--- src/rtl/core/assert_macros.svh ---
// assertion macros shared by the color conversion rtl
// no dependencies; included inside module bodies
`ifndef ASSERT_MACROS_SVH
`define ASSERT_MACROS_SVH

// same-cycle implication, held off while reset is asserted
`define ASSERT_IMPL(lbl, ck, rn, ante, cons) \
  lbl: assert property (@(posedge ck) disable iff (!rn) (ante) |-> (cons)) \
    else $error("same-cycle implication violated");

// next-cycle implication, held off while reset is asserted
`define ASSERT_NEXT(lbl, ck, rn, ante, cons) \
  lbl: assert property (@(posedge ck) disable iff (!rn) (ante) |=> (cons)) \
    else $error("next-cycle implication violated");

`endif

--- src/rtl/core/hsv2rgb_pkg.sv ---
// shared types, constants and helpers of the hsv to rgb converter
// no dependencies
package hsv2rgb_pkg;

  localparam int HUE_W       = 16;
  localparam int SAT_W       = 11;
  localparam int MAG_W       = SAT_W - 1;
  localparam int CHAN_W      = 8;
  localparam int IN_TDATA_W  = 40;
  localparam int OUT_TDATA_W = 24;

  // hue is kept in 1/16 degree
  localparam int HUE_SECTOR  = 960;
  localparam int HUE_TURN    = 6 * HUE_SECTOR;
  localparam int HUE_BIAS    = 6 * HUE_TURN;   // makes every hue positive
  localparam int HU_W        = 17;
  localparam int ST_W        = 7;
  localparam int ST_MAX      = 70;
  localparam int FX_W        = 10;

  localparam int DIV15_MUL   = 4369;           // 65535 / 15
  localparam int DIV6_MUL    = 43;             // ~256 / 6, good below 128

  typedef enum logic [2:0] {
    SEC_RED_YEL = 3'd0,
    SEC_YEL_GRN = 3'd1,
    SEC_GRN_CYN = 3'd2,
    SEC_CYN_BLU = 3'd3,
    SEC_BLU_MAG = 3'd4,
    SEC_MAG_RED = 3'd5
  } sector_t;

  typedef struct packed {
    sector_t         sector;
    logic [FX_W-1:0] fx;
  } hue_split_t;

  // advance enables and valid bits of the first three stages
  typedef struct packed {
    logic [2:0] adv;
    logic [2:0] full;
  } pipe_ctrl_t;

  // floor(u / 15), exact over the whole 12-bit range of u
  function automatic logic [8:0] div15(input logic [11:0] u);
    logic [25:0] p;
    p = 26'(13'(u) + 13'd1) * 26'(DIV15_MUL);
    return p[24:16];
  endfunction

endpackage

--- src/rtl/core/hsv2rgb_hue_split.sv ---
// hue path: modulo one turn, sixty degree sector and in-sector fraction
// three register stages; depends on hsv2rgb_pkg and assert_macros.svh
module hsv2rgb_hue_split (
  input  logic                                  clk,
  input  logic                                  rst_n,
  input  hsv2rgb_pkg::pipe_ctrl_t               ctrl_i,
  input  logic signed [hsv2rgb_pkg::HUE_W-1:0]  hue_i,
  output hsv2rgb_pkg::hue_split_t               hs_o
);
  import hsv2rgb_pkg::*;
  `include "assert_macros.svh"

  logic [HU_W-1:0]  hu_r, hu_nxt;
  logic [HU_W-1:0]  hu1_r;
  logic [ST_W-1:0]  st_r, st_nxt;
  hue_split_t       hs_r, hs_nxt;

  logic [HU_W-1:0]  rem_full;
  logic [12:0]      p6;
  logic [ST_W-1:0]  sec_full;
  logic [FX_W-1:0]  rem;
  logic [8:0]       q15;

  // biased hue is always positive, same residue modulo one turn
  assign hu_nxt = HU_W'(hue_i) + HU_W'(HUE_BIAS);

  // floor(hu / 960) = floor(floor(hu / 64) / 15)
  assign q15    = div15(12'(hu_r[HU_W-1:6]));
  assign st_nxt = q15[ST_W-1:0];

  always_comb begin
    rem_full = hu1_r - HU_W'(st_r) * HU_W'(HUE_SECTOR);
    rem      = rem_full[FX_W-1:0];
    p6       = 13'(st_r) * 13'(DIV6_MUL);
    sec_full = st_r - ST_W'(6) * ST_W'(p6[12:8]);
    hs_nxt.sector = sector_t'(sec_full[2:0]);
    hs_nxt.fx     = sec_full[0] ? (FX_W'(HUE_SECTOR) - rem) : rem;
  end

  always_ff @(posedge clk) begin
    if (ctrl_i.adv[0]) begin
      hu_r <= hu_nxt;
    end
    if (ctrl_i.adv[1]) begin
      st_r  <= st_nxt;
      hu1_r <= hu_r;
    end
    if (ctrl_i.adv[2]) begin
      hs_r <= hs_nxt;
    end
  end

  assign hs_o = hs_r;

  `ASSERT_IMPL(a_st_range, clk, rst_n, ctrl_i.full[1], st_r <= ST_W'(ST_MAX))
  `ASSERT_IMPL(a_fx_range, clk, rst_n, ctrl_i.full[2], hs_r.fx <= FX_W'(HUE_SECTOR))

endmodule

--- src/rtl/core/hsv_to_rgb_convert_unit.sv ---
// top level of the hsv to 8-bit rgb converter, six-stage pipeline
// depends on hsv2rgb_pkg, hsv2rgb_hue_split and assert_macros.svh
//
//  channel | dir | word                                    | handshake
//  --------+-----+-----------------------------------------+-------------------
//  in_     | in  | hue, saturation, brightness (40 bits)   | tvalid / tready
//  out_    | out | red, green, blue (24 bits)              | tvalid / tready
//
// one word per clock sustained while out_tready stays high; out_tvalid rises once
// the accepted word has passed the six register stages (clamp, chroma products, color
// scaling, sector product, sum and shift, divide by 15 and channel order)
// rst_n is synchronous and clears only the stage valid bits
// each stage advances when it is empty or the stage after it advances, so a
// stall on out_tready holds everything in place and bubbles still close up
module hsv_to_rgb_convert_unit #(
  parameter int FRAC_BITS  = 8,
  parameter int COLOR_BITS = 8
) (
  input  logic                                 clk,
  input  logic                                 rst_n,
  input  logic                                 in_tvalid,
  output logic                                 in_tready,
  // hue[15:0] signed, saturation[26:16] signed, brightness[37:27] signed, zeros
  input  logic [hsv2rgb_pkg::IN_TDATA_W-1:0]   in_tdata,
  output logic                                 out_tvalid,
  input  logic                                 out_tready,
  // red[7:0], green[15:8], blue[23:16]
  output logic [hsv2rgb_pkg::OUT_TDATA_W-1:0]  out_tdata
);
  import hsv2rgb_pkg::*;
  `include "assert_macros.svh"

  localparam int NSTG = 6;
  // bits of a clamped saturation or value
  localparam int VW   = (FRAC_BITS < MAG_W) ? FRAC_BITS + 1 : MAG_W;
  localparam int CW   = COLOR_BITS;
  localparam int AW   = VW + FRAC_BITS + 1;          // v * (one - s)
  localparam int BW   = 2 * VW;                      // v * s
  localparam int PW   = BW + CW + FX_W;              // chroma * fx * cmax
  localparam int EW   = CW + VW + FRAC_BITS + 11;    // x numerator
  localparam int TX_W = 12;
  localparam int TX_CAP = 3839;                      // last value below 256 * 15

  localparam logic [31:0]          ONE_32 = 32'(1) << FRAC_BITS;
  localparam logic [FRAC_BITS:0]   ONE_U  = {1'b1, {FRAC_BITS{1'b0}}};
  localparam logic [CW-1:0]        CMAX   = '1;
  localparam logic [63:0]          HALF_V = 64'(1) << (FRAC_BITS - 1);
  localparam logic [63:0]          HALF_M = 64'(1) << (2 * FRAC_BITS - 1);
  localparam logic [63:0]          BIAS_X = 64'(480) << (2 * FRAC_BITS);

  // clamp a signed fixed point fraction to [0, one]
  function automatic logic [VW-1:0] clamp_unit(input logic [SAT_W-1:0] x);
    logic [MAG_W-1:0] mag;
    mag = x[MAG_W-1:0];
    if (x[SAT_W-1]) begin
      return '0;
    end else if (32'(mag) > ONE_32) begin
      return ONE_32[VW-1:0];
    end else begin
      return mag[VW-1:0];
    end
  endfunction

  // saturate a channel code to 8 bits
  function automatic logic [CHAN_W-1:0] sat8(input logic [63:0] x);
    return (|x[63:CHAN_W]) ? {CHAN_W{1'b1}} : x[CHAN_W-1:0];
  endfunction

  // stage control
  logic [NSTG-1:0] vld_r;
  logic [NSTG-1:0] en;
  pipe_ctrl_t      hue_ctrl;

  // input unpacking
  logic signed [HUE_W-1:0] hue;
  logic [SAT_W-1:0]        saturation;
  logic [SAT_W-1:0]        brightness;

  // stage 0: clamped s and v
  logic [VW-1:0]        s_r, v_r;
  // stage 1: chroma products
  logic [FRAC_BITS:0]   oms;
  logic [AW-1:0]        a_r, a_nxt;
  logic [BW-1:0]        b_r, b_nxt;
  logic [VW-1:0]        v1_r;
  // stage 2: scaled by the color range
  logic [AW+CW-1:0]     acm2_r;
  logic [BW+CW-1:0]     bcm2_r;
  logic [VW+CW-1:0]     vcm2_r;
  hue_split_t           hs;
  // stage 3: secondary product, rounded primary and floor channels
  logic [PW-1:0]        px3_r, px_nxt;
  logic [AW+CW-1:0]     acm3_r;
  logic [VW+CW:0]       vsum;
  logic [AW+CW:0]       msum;
  logic [CHAN_W-1:0]    qv3_r, qv_nxt, qm3_r, qm_nxt;
  sector_t              sec3_r;
  // stage 4: x code times 15
  logic [EW-1:0]        ex, txw;
  logic [TX_W-1:0]      tx4_r, tx_nxt;
  logic [CHAN_W-1:0]    qv4_r, qm4_r;
  sector_t              sec4_r;
  // stage 5: output register
  logic [8:0]           qx_full;
  logic [CHAN_W-1:0]    qx;
  logic [CHAN_W-1:0]    red_r, red_nxt, green_r, green_nxt, blue_r, blue_nxt;

  assign hue        = in_tdata[15:0];
  assign saturation = in_tdata[26:16];
  assign brightness = in_tdata[37:27];

  // a stage takes new data when empty or when its successor moves
  always_comb begin
    en[NSTG-1] = !vld_r[NSTG-1] || out_tready;
    for (int k = NSTG - 2; k >= 0; k--) begin
      en[k] = !vld_r[k] || en[k+1];
    end
  end

  assign in_tready     = en[0];
  assign hue_ctrl.adv  = en[2:0];
  assign hue_ctrl.full = vld_r[2:0];

  always_ff @(posedge clk) begin
    if (!rst_n) begin
      vld_r <= '0;
    end else begin
      if (en[0]) begin
        vld_r[0] <= in_tvalid;
      end
      for (int k = 1; k < NSTG; k++) begin
        if (en[k]) begin
          vld_r[k] <= vld_r[k-1];
        end
      end
    end
  end

  // hue sector and fraction, lined up with stage 2
  hsv2rgb_hue_split u_hue (
    .clk    (clk),
    .rst_n  (rst_n),
    .ctrl_i (hue_ctrl),
    .hue_i  (hue),
    .hs_o   (hs)
  );

  // datapath arithmetic
  always_comb begin
    oms    = ONE_U - (FRAC_BITS + 1)'(s_r);
    a_nxt  = v_r * oms;                       // v - c in units of one^2
    b_nxt  = v_r * s_r;                       // chroma in units of one^2
    px_nxt = bcm2_r * hs.fx;
    vsum   = (VW + CW + 1)'(vcm2_r) + (VW + CW + 1)'(HALF_V);
    msum   = (AW + CW + 1)'(acm2_r) + (AW + CW + 1)'(HALF_M);
    qv_nxt = sat8(64'(vsum >> FRAC_BITS));
    qm_nxt = sat8(64'(msum >> (2 * FRAC_BITS)));
    // x + m numerator: 960 * (v - c) + c * fx, all times cmax, plus half
    ex     = (EW'(acm3_r) << 10) - (EW'(acm3_r) << 6) + EW'(px3_r) + EW'(BIAS_X);
    txw    = ex >> (2 * FRAC_BITS + 6);
    tx_nxt = (txw > EW'(TX_CAP)) ? TX_W'(TX_CAP) : txw[TX_W-1:0];
  end

  assign qx_full = div15(tx4_r);
  assign qx      = qx_full[CHAN_W-1:0];

  // channel order by sector
  always_comb begin
    unique case (sec4_r)
      SEC_RED_YEL: begin red_nxt = qv4_r; green_nxt = qx;    blue_nxt = qm4_r; end
      SEC_YEL_GRN: begin red_nxt = qx;    green_nxt = qv4_r; blue_nxt = qm4_r; end
      SEC_GRN_CYN: begin red_nxt = qm4_r; green_nxt = qv4_r; blue_nxt = qx;    end
      SEC_CYN_BLU: begin red_nxt = qm4_r; green_nxt = qx;    blue_nxt = qv4_r; end
      SEC_BLU_MAG: begin red_nxt = qx;    green_nxt = qm4_r; blue_nxt = qv4_r; end
      default: begin red_nxt = qv4_r; green_nxt = qm4_r; blue_nxt = qx; end
    endcase
  end

  // payload registers, no reset
  always_ff @(posedge clk) begin
    if (en[0]) begin
      s_r <= clamp_unit(saturation);
      v_r <= clamp_unit(brightness);
    end
    if (en[1]) begin
      a_r  <= a_nxt;
      b_r  <= b_nxt;
      v1_r <= v_r;
    end
    if (en[2]) begin
      acm2_r <= a_r * CMAX;
      bcm2_r <= b_r * CMAX;
      vcm2_r <= v1_r * CMAX;
    end
    if (en[3]) begin
      px3_r  <= px_nxt;
      acm3_r <= acm2_r;
      qv3_r  <= qv_nxt;
      qm3_r  <= qm_nxt;
      sec3_r <= hs.sector;
    end
    if (en[4]) begin
      tx4_r  <= tx_nxt;
      qv4_r  <= qv3_r;
      qm4_r  <= qm3_r;
      sec4_r <= sec3_r;
    end
    if (en[5]) begin
      red_r   <= red_nxt;
      green_r <= green_nxt;
      blue_r  <= blue_nxt;
    end
  end

  assign out_tvalid = vld_r[NSTG-1];
  assign out_tdata  = {blue_r, green_r, red_r};

  // back pressure only reaches the input when every stage is occupied
  `ASSERT_IMPL(a_stall_full, clk, rst_n, !in_tready, &vld_r)
  // a word moving out of stage 3 lands in stage 4
  `ASSERT_NEXT(a_adv_keep, clk, rst_n, vld_r[3] && en[4], vld_r[4])
  // the x code fed to the divide stays within 8 bits of quotient
  `ASSERT_IMPL(a_tx_cap, clk, rst_n, vld_r[4], tx4_r <= TX_W'(TX_CAP))

endmodule
--- config.mk ---
export PLATFORM = sky130hd
export DESIGN_NAME = hsv_to_rgb_convert_unit
export DESIGN_NICKNAME = d
export VERILOG_FILES = /design/src/rtl/core/hsv2rgb_pkg.sv /design/src/rtl/core/hsv2rgb_hue_split.sv /design/src/rtl/core/hsv_to_rgb_convert_unit.sv
export VERILOG_INCLUDE_DIRS = /design/src /design/src/rtl/core
export SDC_FILE = /design/constraint.sdc
export NUM_CORES = 2
export LEC_CHECK = 0
export BUFFER_PORTS_ARGS = -buffer_cell sky130_fd_sc_hd__buf_2
export CORE_ASPECT_RATIO = 2
export CORE_MARGIN = 5
export CORE_UTILIZATION = 50
export DETAILED_ROUTE_END_ITERATION = 12
export PLACE_DENSITY = 0.66
export SLEW_MARGIN = 15
export SYNTH_ARGS = -nofsm -noshare
export SYNTH_HDL_FRONTEND = slang
export SYNTH_SLANG_ARGS = --single-unit
export TNS_END_PERCENT = 100
--- constraint.sdc ---
create_clock -name clk -period 12.9 [get_ports clk]
set_input_delay 1.29 -clock clk [delete_from_list [all_inputs] [get_ports clk]]
set_output_delay 1.29 -clock clk [all_outputs]
set_load 0.01 [all_outputs]
Yosys cells after proc, flatten, opt, wreduce, memory -nomap -nowiden
Index checks and enable logic that the tools add are counted.

Bits in registers: 321. Input bits: 44. Output and inout port bits: 26. Word-level logic and storage cells: 92.

$add $sub $neg: 12. Multiply operators: 11. Order comparisons: 3. Eq/ne operators: 4. Multiplexer cells: 6. Reductions and logical operators: 23.

Operators by type and width (count): multiplier 18 x 8 -> 26 bit (second input constant) (2); case mux 8 bit (2 select lines) (3); adder 36 x 25 -> 36 bit (second input constant) (1); adder 36 bit (1); multiplier 26 x 10 -> 36 bit (1); multiplier 9 x 9 -> 18 bit (2); subtractor 36 x 32 -> 36 bit (1); adder 26 x 16 -> 27 bit (second input constant) (1); multiplier 26 x 13 -> 23 bit (second input constant) (1); multiplier 13 x 13 -> 24 bit (second input constant) (1); greater-than comparator 10 x 9 -> 1 bit (second input constant) (2); adder 17 x 8 -> 18 bit (second input constant) (1); 2-to-1 mux 9 bit (2); OR reduction 2 bit (9); adder 16 x 17 -> 17 bit (second input constant) (1); multiplier 9 x 8 -> 17 bit (second input constant) (1); greater-than comparator 14 x 12 -> 1 bit (second input constant) (1); adder 12 x 1 -> 13 bit (second input constant) (1); multiplier 7 x 6 -> 13 bit (second input constant) (1); adder 11 x 1 -> 12 bit (second input constant) (1); 2-to-1 mux 10 bit (1); subtractor 10 bit (1); subtractor 10 bit (first input constant) (1); subtractor 9 bit (first input constant) (1); other kinds (10) (21).

Logic depth before layout (Yosys ltp)
Depth after elaboration: 7. Mapped depth: 24. Gate-level depth less buffers: 23.

By module
A second synthesis with hierarchy kept.

Cell total of the unflattened synthesis: 3749. Area, all modules: 38311.7 sq um.

By module, submodules not included: hsv_to_rgb_convert_unit (times used 1, cells an instance 3451, area an instance 34759.6 sq um, seq. area each 7867.5 sq um); hsv2rgb_hue_split (times used 1, cells an instance 298, area an instance 3552.2 sq um, seq. area each 1411.4 sq um).

Worst setup path after synthesis
No wires, ideal clock.

Kind: register to register. Start: register u_hue.hs_r (netlist bit u_hue.hs_o[9]). End: register px3_r[34] (data pin). Library setup time: 0.258 ns. Data arrival time: 5.680 ns. Data required time: 12.642 ns. Path slack: 6.962 ns. Stages on the path, launching flop included: 22. Buffers on the path: 1. Period minus slack after synthesis: 5.938 ns. Cells stage by stage: edfxtp_1 clkbuf_1 and2_1 fa_1 inv_1 fa_1 inv_1 fa_1 fa_1 inv_1 fa_1 inv_1 ha_1 a21o_1 a21o_1 a21o_1 a2111oi_0 nor3b_2 o31ai_1 a221o_1 a21oi_2 xnor2_1.

Word-level cells in the longest chain between the ends: 1.

Ends and longest elaborated chain: start, declared (line hsv2rgb_hue_split.sv:16) `hue_split_t hs_r, hs_nxt;`; start signal, assigned (line hsv2rgb_hue_split.sv:49) `hs_r <= hs_nxt;`; multiplier 26 x 10 -> 36 bit (line hsv_to_rgb_convert_unit.sv:153) `px_nxt = bcm2_r * hs.fx;`; named net px_nxt[34] (line hsv_to_rgb_convert_unit.sv:92) `logic [PW-1:0] px3_r, px_nxt;`; end signal, assigned (line hsv_to_rgb_convert_unit.sv:196) `px3_r <= px_nxt;`; end, declared (line hsv_to_rgb_convert_unit.sv:92).

The timed path passes the listed nets, and every way through them passes these cells. A chain may end at the register's enable or synchronous reset.

Worst setup path in the final report
Start: register u_hue.hs_r (netlist bit u_hue.hs_o[6]). End: register px3_r[33] (data pin).

Same word-level chain as after synthesis.

==> flow_metrics.env <==
export IMPL_io_pins=70
export IMPL_maxCapViolations=0
export IMPL_dieArea_um2=81500
export IMPL_synth_main_ff_cell="edfxtp_1"
export IMPL_synth_cells=3674
export IMPL_vias=24740
export IMPL_cts_tree="done"
export IMPL_r2r_cells=19
export IMPL_hold_class="reg -> reg"
export IMPL_vias_per_cell=5.226
export IMPL_rsz0062_at_grt="false"
export IMPL_async_reset_ff_frac=0
export IMPL_antenna_found_initial=2
export IMPL_post_cts_setup_buffers=0
export IMPL_synth_top_family_by_area="adder cells"
export IMPL_finalCritPeriodShare=0.5226
export IMPL_die_width_um=204.4
export IMPL_place_congestion=0.8802
export IMPL_yosys_register_bits=311
export IMPL_yosysSeqAreaShare=0.2456
export IMPL_grt_usage=0.1945
export IMPL_cp_arrival_ps=7110
export IMPL_regArea_um2=9279
export IMPL_grt_ovfl_total=0
export IMPL_clock_latency_ps=620
export IMPL_drt_iter0_markers=893
export IMPL_finalNetCount=4740
export IMPL_syn_nets=4713
export IMPL_synth_adder_area_share=0.4340
export IMPL_root_buffer="clkbuf_16"
export IMPL_grt_pass1_wl_um=128900
export IMPL_yosys_area_top_type_share=0.2787
export IMPL_synth_compound_area_frac=0.07004
export IMPL_synth_cell_type_count=65
export IMPL_path_max_fanout=26
export IMPL_synth_edf_count=305
export IMPL_r2r_setup_slack_ps=6160
export IMPL_crit_required_ps=13260
export IMPL_r2r_start="u_hue.hs_o[6]$_DFFE_PP_"
export IMPL_cts_made_buffers=30
export IMPL_yosysTopAreaCell="fa_1"
export IMPL_clock_sinks=311
export IMPL_cts_resized=0
export IMPL_layout_cells_most_common="inv_1"
export IMPL_die_y_um=398.8
export IMPL_row_count=142
export IMPL_synth_simple_area_share=0.1166
export IMPL_synthXorXnorAreaFrac=0.04798
export IMPL_drc=0
export IMPL_synthTopCellsByArea="fa_1 28%, edfxtp_1 24%, ha_1 16%"
export IMPL_final_hold_viol_count=0
export IMPL_hold_buffers=0
export IMPL_finalWirelength_um=75410
export IMPL_area_delta_synth_final_pct=6.504
export IMPL_hpwl_um=63360
export IMPL_cts_buffer_depth=3
export IMPL_fmax_mhz=148.3
export IMPL_fin_skew_ps=19.06
export IMPL_synth_area_per_cell_um2=10.28
export IMPL_drive_above_1_share=0.04430
export IMPL_ant_nets=0
export IMPL_coreArea_um2=74980
export IMPL_initial_utilization=0.5039
export IMPL_finalCriticalPeriod_ps=6742
export IMPL_drv_slew=0
export IMPL_grt_max_degree=70
export IMPL_place_port_buffers=67
export IMPL_nFillCells=6814
export IMPL_setup_tns_ps=0
export IMPL_critical_path_class="reg -> reg"
export IMPL_startpoint_type="flip-flop"
export IMPL_outcome="finished clean"
export IMPL_layout_common_cells="753 x inv_1, 526 x fa_1, 469 x ha_1"
export IMPL_wl_per_cell_um=15.93
export IMPL_ys_warnings_count=0
export IMPL_crit_start="u_hue.hs_o[6]$_DFFE_PP_"
export IMPL_htree_levels=1
export IMPL_path_clk_slew_ps=70
export IMPL_slew_headroom=0.2772
export IMPL_endpoint_kind="flip-flop"
export IMPL_multi_input_area_um2=25360
export IMPL_muxShareOfSynthArea=0.002219
export IMPL_setup_violations=0
export IMPL_tightest_slew_ps=1084
export IMPL_endpoint="px3_r[33]$_DFFE_PP_"
export IMPL_reg2reg_to="px3_r[33]$_DFFE_PP_"
export IMPL_grt_pass1_vias=27190
export IMPL_first_pass_iters=7
export IMPL_synthesis_area_um2=37780
-- cell type report --
| class | instances | area share |
|---|---|---|
| clock buffer | 31 | 0.01875 |
| tap | 1008 | 0.03134 |
| inverter | 755 | 0.07046 |
| sequential | 311 | 0.2306 |
| multi-input combinational | 2523 | 0.6303 |
| timing repair buffer | 80 | 0.01076 |
| clock inverter | 25 | 0.007773 |
| antenna | 1 | 0.00006219 |
-- sequential cells by signal (all words and copies together) (netlist names), 13 cells and up --
register and count:
acm3_r 26, bcm2_r 25, acm2_r 26, px3_r 35, u_hue.hu_r 17, a_r 18
u_hue.hs_o 13, b_r 17
-- layer usage --
layer  share of wire  wire length [µm]  vias up  GRT usage
met5         0.00025                19        -          0
met4           0.050              3800        2    0.08634
met3           0.026              1936      187    0.01731
met2            0.59             44420      400     0.4003
met1            0.33             25240    12320     0.1910
li1                -                 -    11830          -
-- logic make-up after synthesis --
group / after synthesis
fa+ha+maj: 995
simple gates: 894
buf+inv: 840
compound gates: 419
flops: 311
xor+xnor: 207
mux: 8
-- stage by stage --
stage | cell area, µm² | cells | utilization | setup WS (ps) | hold slack (ps)
after detailed placement | 39160 | 4677 | 0.5223 | 6130 | 404.5
final | 40240 | 4734 | 0.5367 | 6158 | 416.1
after global routing | 40240 | 4734 | 0.5367 | 5692 | 425.2
after global placement | 39160 | 4677 | 0.5223 | 6199 | 401.7
after CTS | 40230 | 4733 | 0.5366 | 6127 | 415.9
after floorplan | 37780 | 3674 | - | 6962 | 400.3
-- worst max-delay path: stages (launching register included) --
cell and delay (ps):
edfxtp_1 1070, nand2_1 180, fa_1 550, fa_1 490, inv_1 50, fa_1 520
fa_1 570, inv_1 60, fa_1 540, inv_1 50, ha_1 350, and2_1 210
a221oi_1 390, and3b_1 210, a21oi_1 110, a41oi_1 350, a211oi_1 150, o2111ai_1 330
nand2b_1 110, xor2_1 180
-- synth_stat cells, drive strengths merged (4+ instances only) --
| master | number |
|---|---|
| a211o | 4 |
| a211oi | 19 |
| a21boi | 11 |
| a21o | 34 |
| a21oi | 136 |
| a221oi | 7 |
| a311oi | 4 |
| a31o | 4 |
| a31oi | 8 |
| and2 | 234 |
| and3 | 21 |
| buf | 8 |
| clkbuf | 77 |
| dfxtp | 6 |
| edfxtp | 305 |
| fa | 526 |
| ha | 469 |
| inv | 755 |
| mux2i | 5 |
| nand2 | 337 |
| nand2b | 22 |
| nand3 | 62 |
| nand4 | 11 |
| nor2 | 102 |
| nor2b | 20 |
| nor3 | 32 |
| nor4 | 9 |
| o211ai | 14 |
| o21a | 21 |
| o21ai | 95 |
| o21bai | 11 |
| o22ai | 8 |
| o31a | 4 |
| o31ai | 9 |
| o41ai | 5 |
| or2 | 14 |
| or3 | 17 |
| xnor2 | 151 |
| xor2 | 56 |
-- how the worst min path moves through the flow --
stage                           startpoint                   end  slack (ps)  cells past startpoint
CTS                 qv3_r[3]$_SDFFCE_PP1P_    qv4_r[3]$_DFFE_PP_         420                      0
detailed placement     acm2_r[4]$_DFFE_PP_   acm3_r[4]$_DFFE_PP_         400                      0
global placement    qm3_r[2]$_SDFFCE_PP1P_    qm4_r[2]$_DFFE_PP_         400                      0
finish              qv3_r[4]$_SDFFCE_PP1P_    qv4_r[4]$_DFFE_PP_         420                      0
floorplan             acm2_r[10]$_DFFE_PP_  acm3_r[10]$_DFFE_PP_         400                      0
global route           sec3_r[1]$_DFFE_PP_   sec4_r[1]$_DFFE_PP_         430                      0
Power is left out: the tool's default activity adds up to more than one toggle a clock period on the data nets, which glitch-free logic cannot reach.
